## src/hdl/lbp_pkg.sv

```systemverilog
`timescale 1ns / 1ps
`default_nettype none
// ----------------------------------------------------------------------------
// lbp_pkg
// Shared constants, codes and types for the 3x3 local binary pattern filter.
// ----------------------------------------------------------------------------
package lbp_pkg;

    // Largest image row that the line buffer holds
    localparam int MAX_WIDTH   = 1024;
    localparam int COL_W       = $clog2(MAX_WIDTH);
    localparam int WEFF_W      = COL_W + 1;

    // Field and register widths
    localparam int WIDTH_REG_W  = 11;
    localparam int HEIGHT_W     = 16;
    localparam int PIX_W        = 8;
    localparam int CODE_W       = 8;
    localparam int CFG_INDEX_W  = 1;
    localparam int CFG_DATA_W   = 16;

    // Reset values of the configuration registers
    localparam int WIDTH_RESET  = 640;
    localparam int HEIGHT_RESET = 480;

    // Window geometry: WIN_DIM x WIN_DIM pixels, row-major, oldest column first
    localparam int WIN_DIM  = 3;
    localparam int WIN_SIZE = WIN_DIM * WIN_DIM;
    localparam int WIN_CTR  = WIN_SIZE / 2;

    // Result queue
    localparam int OUT_DEPTH = 3;
    localparam int OUT_PTR_W = $clog2(OUT_DEPTH);
    localparam int OUT_CNT_W = $clog2(OUT_DEPTH + 1);

    typedef logic [WEFF_W-1:0]   weff_t;
    typedef logic [COL_W-1:0]    col_t;
    typedef logic [HEIGHT_W-1:0] row_t;
    typedef logic [PIX_W-1:0]    pix_t;

    typedef enum logic {
        OP_PIXEL = 1'b0,
        OP_DRAIN = 1'b1
    } op_t;

    typedef enum logic [CFG_INDEX_W-1:0] {
        REG_IMAGE_WIDTH  = 1'b0,
        REG_IMAGE_HEIGHT = 1'b1
    } cfg_reg_t;

    // Which neighbours of the centre lie inside the image
    typedef struct packed {
        logic top;
        logic bottom;
        logic left;
        logic right;
    } nbr_mask_t;

    // One result transaction
    typedef struct packed {
        logic [CODE_W-1:0] code;
        logic              last;
    } result_t;

endpackage : lbp_pkg
`default_nettype wire

```

## src/hdl/lbp_out_fifo.sv

```systemverilog
`timescale 1ns / 1ps
`default_nettype none
// ----------------------------------------------------------------------------
// lbp_out_fifo
// Small result queue that decouples the filter core from the output stall.
// ----------------------------------------------------------------------------
module lbp_out_fifo (
    input  wire logic                           clk,
    input  wire logic                           rst_n,
    input  wire logic                           push,
    input  wire lbp_pkg::result_t               push_data,
    output logic                                pop_valid,
    input  wire logic                           pop_stall,
    output lbp_pkg::result_t                    pop_data,
    output logic [lbp_pkg::OUT_CNT_W-1:0]       count
);

    lbp_pkg::result_t                 mem_reg [lbp_pkg::OUT_DEPTH];
    logic [lbp_pkg::OUT_PTR_W-1:0]    head_reg, head_next;
    logic [lbp_pkg::OUT_PTR_W-1:0]    tail_reg, tail_next;
    logic [lbp_pkg::OUT_CNT_W-1:0]    count_reg, count_next;
    logic                             pop;

    assign pop_valid = (count_reg != '0);
    assign pop       = pop_valid && !pop_stall;
    assign pop_data  = mem_reg[head_reg];
    assign count     = count_reg;

    always_comb
    begin
        head_next  = head_reg;
        tail_next  = tail_reg;
        count_next = count_reg;
        if (pop)
        begin
            head_next = (head_reg == lbp_pkg::OUT_PTR_W'(lbp_pkg::OUT_DEPTH - 1))
                        ? '0 : head_reg + 1'b1;
        end
        if (push)
        begin
            tail_next = (tail_reg == lbp_pkg::OUT_PTR_W'(lbp_pkg::OUT_DEPTH - 1))
                        ? '0 : tail_reg + 1'b1;
        end
        case ({push, pop})
            2'b10:   count_next = count_reg + 1'b1;
            2'b01:   count_next = count_reg - 1'b1;
            default: count_next = count_reg;
        endcase
    end

    always_ff @(posedge clk or negedge rst_n)
    begin
        if (!rst_n)
        begin
            head_reg  <= '0;
            tail_reg  <= '0;
            count_reg <= '0;
        end
        else
        begin
            head_reg  <= head_next;
            tail_reg  <= tail_next;
            count_reg <= count_next;
        end
    end

    // Write the entry at the tail
    always_ff @(posedge clk)
    begin
        if (push)
        begin
            mem_reg[tail_reg] <= push_data;
        end
    end

endmodule : lbp_out_fifo
`default_nettype wire
```

## config.mk

```make
export PLATFORM = sky130hd
export DESIGN_NAME = lbp_out_fifo
export DESIGN_NICKNAME = d
export VERILOG_FILES = /design/src/hdl/lbp_pkg.sv /design/src/hdl/lbp_out_fifo.sv
export SDC_FILE = /design/constraint.sdc
export NUM_CORES = 1
export LEC_CHECK = 0
export BUFFER_PORTS_ARGS = -buffer_cell sky130_fd_sc_hd__buf_2
export CAP_MARGIN = 20
export CELL_PAD_IN_SITES_DETAIL_PLACEMENT = 1
export CELL_PAD_IN_SITES_GLOBAL_PLACEMENT = 2
export CORE_MARGIN = 2
export CORE_UTILIZATION = 39
export CTS_CLUSTER_SIZE = 14
export DETAILED_ROUTE_END_ITERATION = 10
export PLACE_DENSITY = 0.82
export SLEW_MARGIN = 30
export SYNTH_ARGS = -nofsm -noshare
export SYNTH_HDL_FRONTEND = slang
export SYNTH_SLANG_ARGS = --single-unit
```

## constraint.sdc

```tcl
create_clock -name clk -period 3.81 [get_ports clk]
set_clock_uncertainty 0.1 [all_clocks]
set_input_delay 0.1905 -clock clk [delete_from_list [all_inputs] [get_ports clk]]
set_output_delay 0.1905 -clock clk [all_outputs]
set_load 0.1 [all_outputs]
```

==> run summary <==
The flow ran to the end, and the final reports show no timing, DRC or antenna violations. The first global-routing pass estimated 3590 um of wire. The synthesized net count is 98. The final-report hold violation count is 0. The synthesized design spends more area on one cell type than any other, namely sky130_fd_sc_hd__edfxtp_1. 25 I/O pins were placed. Traced cell by cell, the critical path runs through mux2i_1 > o21ai_0 > buf_2. For the final routed database, the setup TNS stands at 0 ps. In this run the standard cell core region covers 3080 um^2.

At the pin with the least slew margin, the transition time is 818 ps. The final count of negative-setup-slack endpoints came out at 0. The data required time of the worst path is 3520 ps. The count of standard-cell rows is 20. The critical path is of the reg -> out type. The via count of the first global-routing pass was 789. The overflow left after global routing came out at 0. The count of cell types in the netlist came out at 18. The clock edge transition at the registers on the reported setup and hold paths is 90 ps. The maximum number of buffers from clock root to sink came out at 2. The clock period minus final worst setup slack came out at 2120 ps. The final-report max-slew violation count came out at 0.

The initial antenna violation count is 0. The effective utilization at floorplan is 41.5%. The chip width is 61.2 um. The slowest stage of the critical path belongs to the cell sky130_fd_sc_hd__dfrtp_1. The kind of start point of the critical path is a flip-flop. The number of flip-flops under the largest register name came out at 27.

The headroom to the max-slew limit is 45.3%. The CTS buffer count came out at 5. The share of layout cells above drive strength 1 came out at 26.4%. The die boundary height is 61.2 um. The delay contributed by the slowest stage of the critical path is 700 ps. Before antenna repair, the detailed router went through 4 iterations. For this run, the number of Yosys warnings is 0. After synthesis the cells add up to 1280 um^2. Of the available clock period, the critical path in the final layout requires 55.5%. The residual antenna-violating net count after detailed routing is 0. The worst setup path is captured at a primary output.

The routed layout has 782 vias. The area share of the largest cell type after synthesis came out at 63.5%. Data arrives at the worst endpoint at 1830 ps. The primary flip-flop cell chosen by synthesis mapping is sky130_fd_sc_hd__edfxtp_1. The number of buffers and inverters on the critical path is 1. The clock sink total is 33.

By count the netlist is led by sky130_fd_sc_hd__edfxtp_1 (27), sky130_fd_sc_hd__nand2_1 (11), sky130_fd_sc_hd__o21ai_0 (10). The number of enable-type register cells in the synthesized netlist is 27. The all-layer global routing usage came out at 14.3%. The synthesized instance count came out at 84. In the post-synthesis netlist, the cell with the most instances is sky130_fd_sc_hd__edfxtp_1. In the routed design, unresolved DRC markers number 0. The family with the most delay on the worst path is flip-flops. The clock insertion delay at the later pin of the skew report came out at 320 ps. 0 antenna diodes ended up in the layout. The post-synthesis sequential area ratio came out at 75.2%. The clock tree synthesis step divided the H-tree into 2 levels.

The number of gates given a new drive strength after cts is 0. The final weighted congestion in routability-driven placement came out at 0.667. In this run the worst path has a maximum fanout of 12. In this run the critical register-to-register path is launched from count[0].

Entering global routing, the biggest net connects 22 pins. The root buffer cell is sky130_fd_sc_hd__clkbuf_4. The number of violations of the max-capacitance limit is 0.

Ranked by total cell area, the synthesized netlist is headed by sky130_fd_sc_hd__edfxtp_1 (63%), sky130_fd_sc_hd__dfrtp_1 (12%), sky130_fd_sc_hd__mux2i_1 (7.1%), sky130_fd_sc_hd__o21ai_0 (3.9%), sky130_fd_sc_hd__nand2_1 (3.2%). Of all flip-flops after synthesis, the portion carrying an async set or reset was 18.2%. The flip-flop and latch count after synthesis came out at 33. Setup repair after global routing left no endpoint under its margin. The post-layout net count came out at 138. The average cell area after synthesis came out at 15.2 um^2. The terminus of the critical flop-to-flop path is count[1].

The number of instances in the placed design came out at 151. The fmax is 473 MHz. The class of the worst hold path is in -> async. The number of cells on the worst reg-to-reg path came out at 5. The vias per cell came out at 4.63.

The number of design-rule violations left by the first detailed-router iteration came out at 22. The post-layout instance count excluding filler cells came out at 169. The total die area came out at 3750 um^2.

The routed wire length per instance is 13.1 um. The total routed wirelength came out at 2210 um. TritonCTS built the clock tree. The number of port buffers is 24. Setup slack on the worst reg-to-reg path comes out at 2170 ps. The relative area change from synthesis to final layout is 27.1%.
==> kinds of logic after synthesis <==
family | after synthesis | synth area share, %
AO/OA/AOI/OAI | 14 | 6.37
XOR/XNOR | 3 | 2.06
adder cells (fa/ha/maj) | 1 | 0.979
buffers and inverters | 6 | 2.35
flip-flops | 33 | 75.2
multiplexers | 9 | 7.05
AND/OR/NAND/NOR | 18 | 5.98
==> how the worst max path moves through the flow <==
stage           startpoint     endpoint  slack (ps)  cells past startpoint
2_1_floorplan  head_reg[0]  pop_data[0]         760                      3
3_3_place_gp   head_reg[0]  pop_data[3]        2050                      3
3_5_place_dp   head_reg[0]  pop_data[5]        2010                      3
4_1_cts        head_reg[0]  pop_data[5]        1660                      3
5_1_grt        head_reg[0]  pop_data[7]        1530                      3
6_report       head_reg[0]  pop_data[3]        1690                      3
==> final cells by class <==
class	instances	area, um^2
multi-input combinational	45	287
timing repair buffer	36	235
clock inverter	2	33.8
clock buffer	6	41.3
inverter	3	11.3
sequential	33	961
fill	322	1450
tap	44	55.1
==> worst reg2reg max path, delay by kind of cell (launching register included) <==
| family | cells | cell delay, ps |
|---|---|---|
| flops | 1 | 450 |
| fa+ha+maj | 1 | 310 |
| xor+xnor | 1 | 140 |
| buf+inv | 1 | 90 |
| compound gates | 1 | 340 |
| simple gates | 1 | 140 |
==> placed cells by master, fill, tap and decap left out, types with 3 or more instances in the layout <==
cell type and count:
sky130_fd_sc_hd__buf_2 24, sky130_fd_sc_hd__clkbuf_4 5, sky130_fd_sc_hd__dfrtp_1 6, sky130_fd_sc_hd__dlygate4sd3_1 10, sky130_fd_sc_hd__edfxtp_1 27, sky130_fd_sc_hd__inv_1 3, sky130_fd_sc_hd__mux2i_1 9, sky130_fd_sc_hd__nand2_1 11
sky130_fd_sc_hd__nor2_1 3, sky130_fd_sc_hd__o21ai_0 10
==> routing by layer <==
layer | routed length (um) | GRT usage [%] | part of all wire [%]
met1 | 981 | 16.3 | 44
met2 | 1080 | 23.1 | 49
met3 | 111 | 6.30 | 5.0
met4 | 41 | 6.52 | 1.9
met5 | 0 | 0 | 0
==> metrics by stage <==
| stage | instance area, um^2 | setup WS (ps) | hold WS (ps) | util (%) |
|---|---|---|---|---|
| global route | 1620 | 1530 | 94.6 | 52.8 |
| CTS | 1620 | 1660 | 99.3 | 52.8 |
| detailed placement | 1450 | 2010 | -73.8 | 47.1 |
| global placement | 1450 | 2050 | -79.0 | 47.1 |
| finish | 1620 | 1690 | 105 | 52.8 |
| floorplan | 1280 | 758 | -205 | - |
==> what timing repair did <==
action                                 in CTS  in global routing
buffers inserted                            0                  0
endpoints found under the hold margin      33                  0
hold buffers                               10                  0
Power is not shown: default switching activity piles up to over one toggle a cycle in this logic, so the estimate is an artifact.
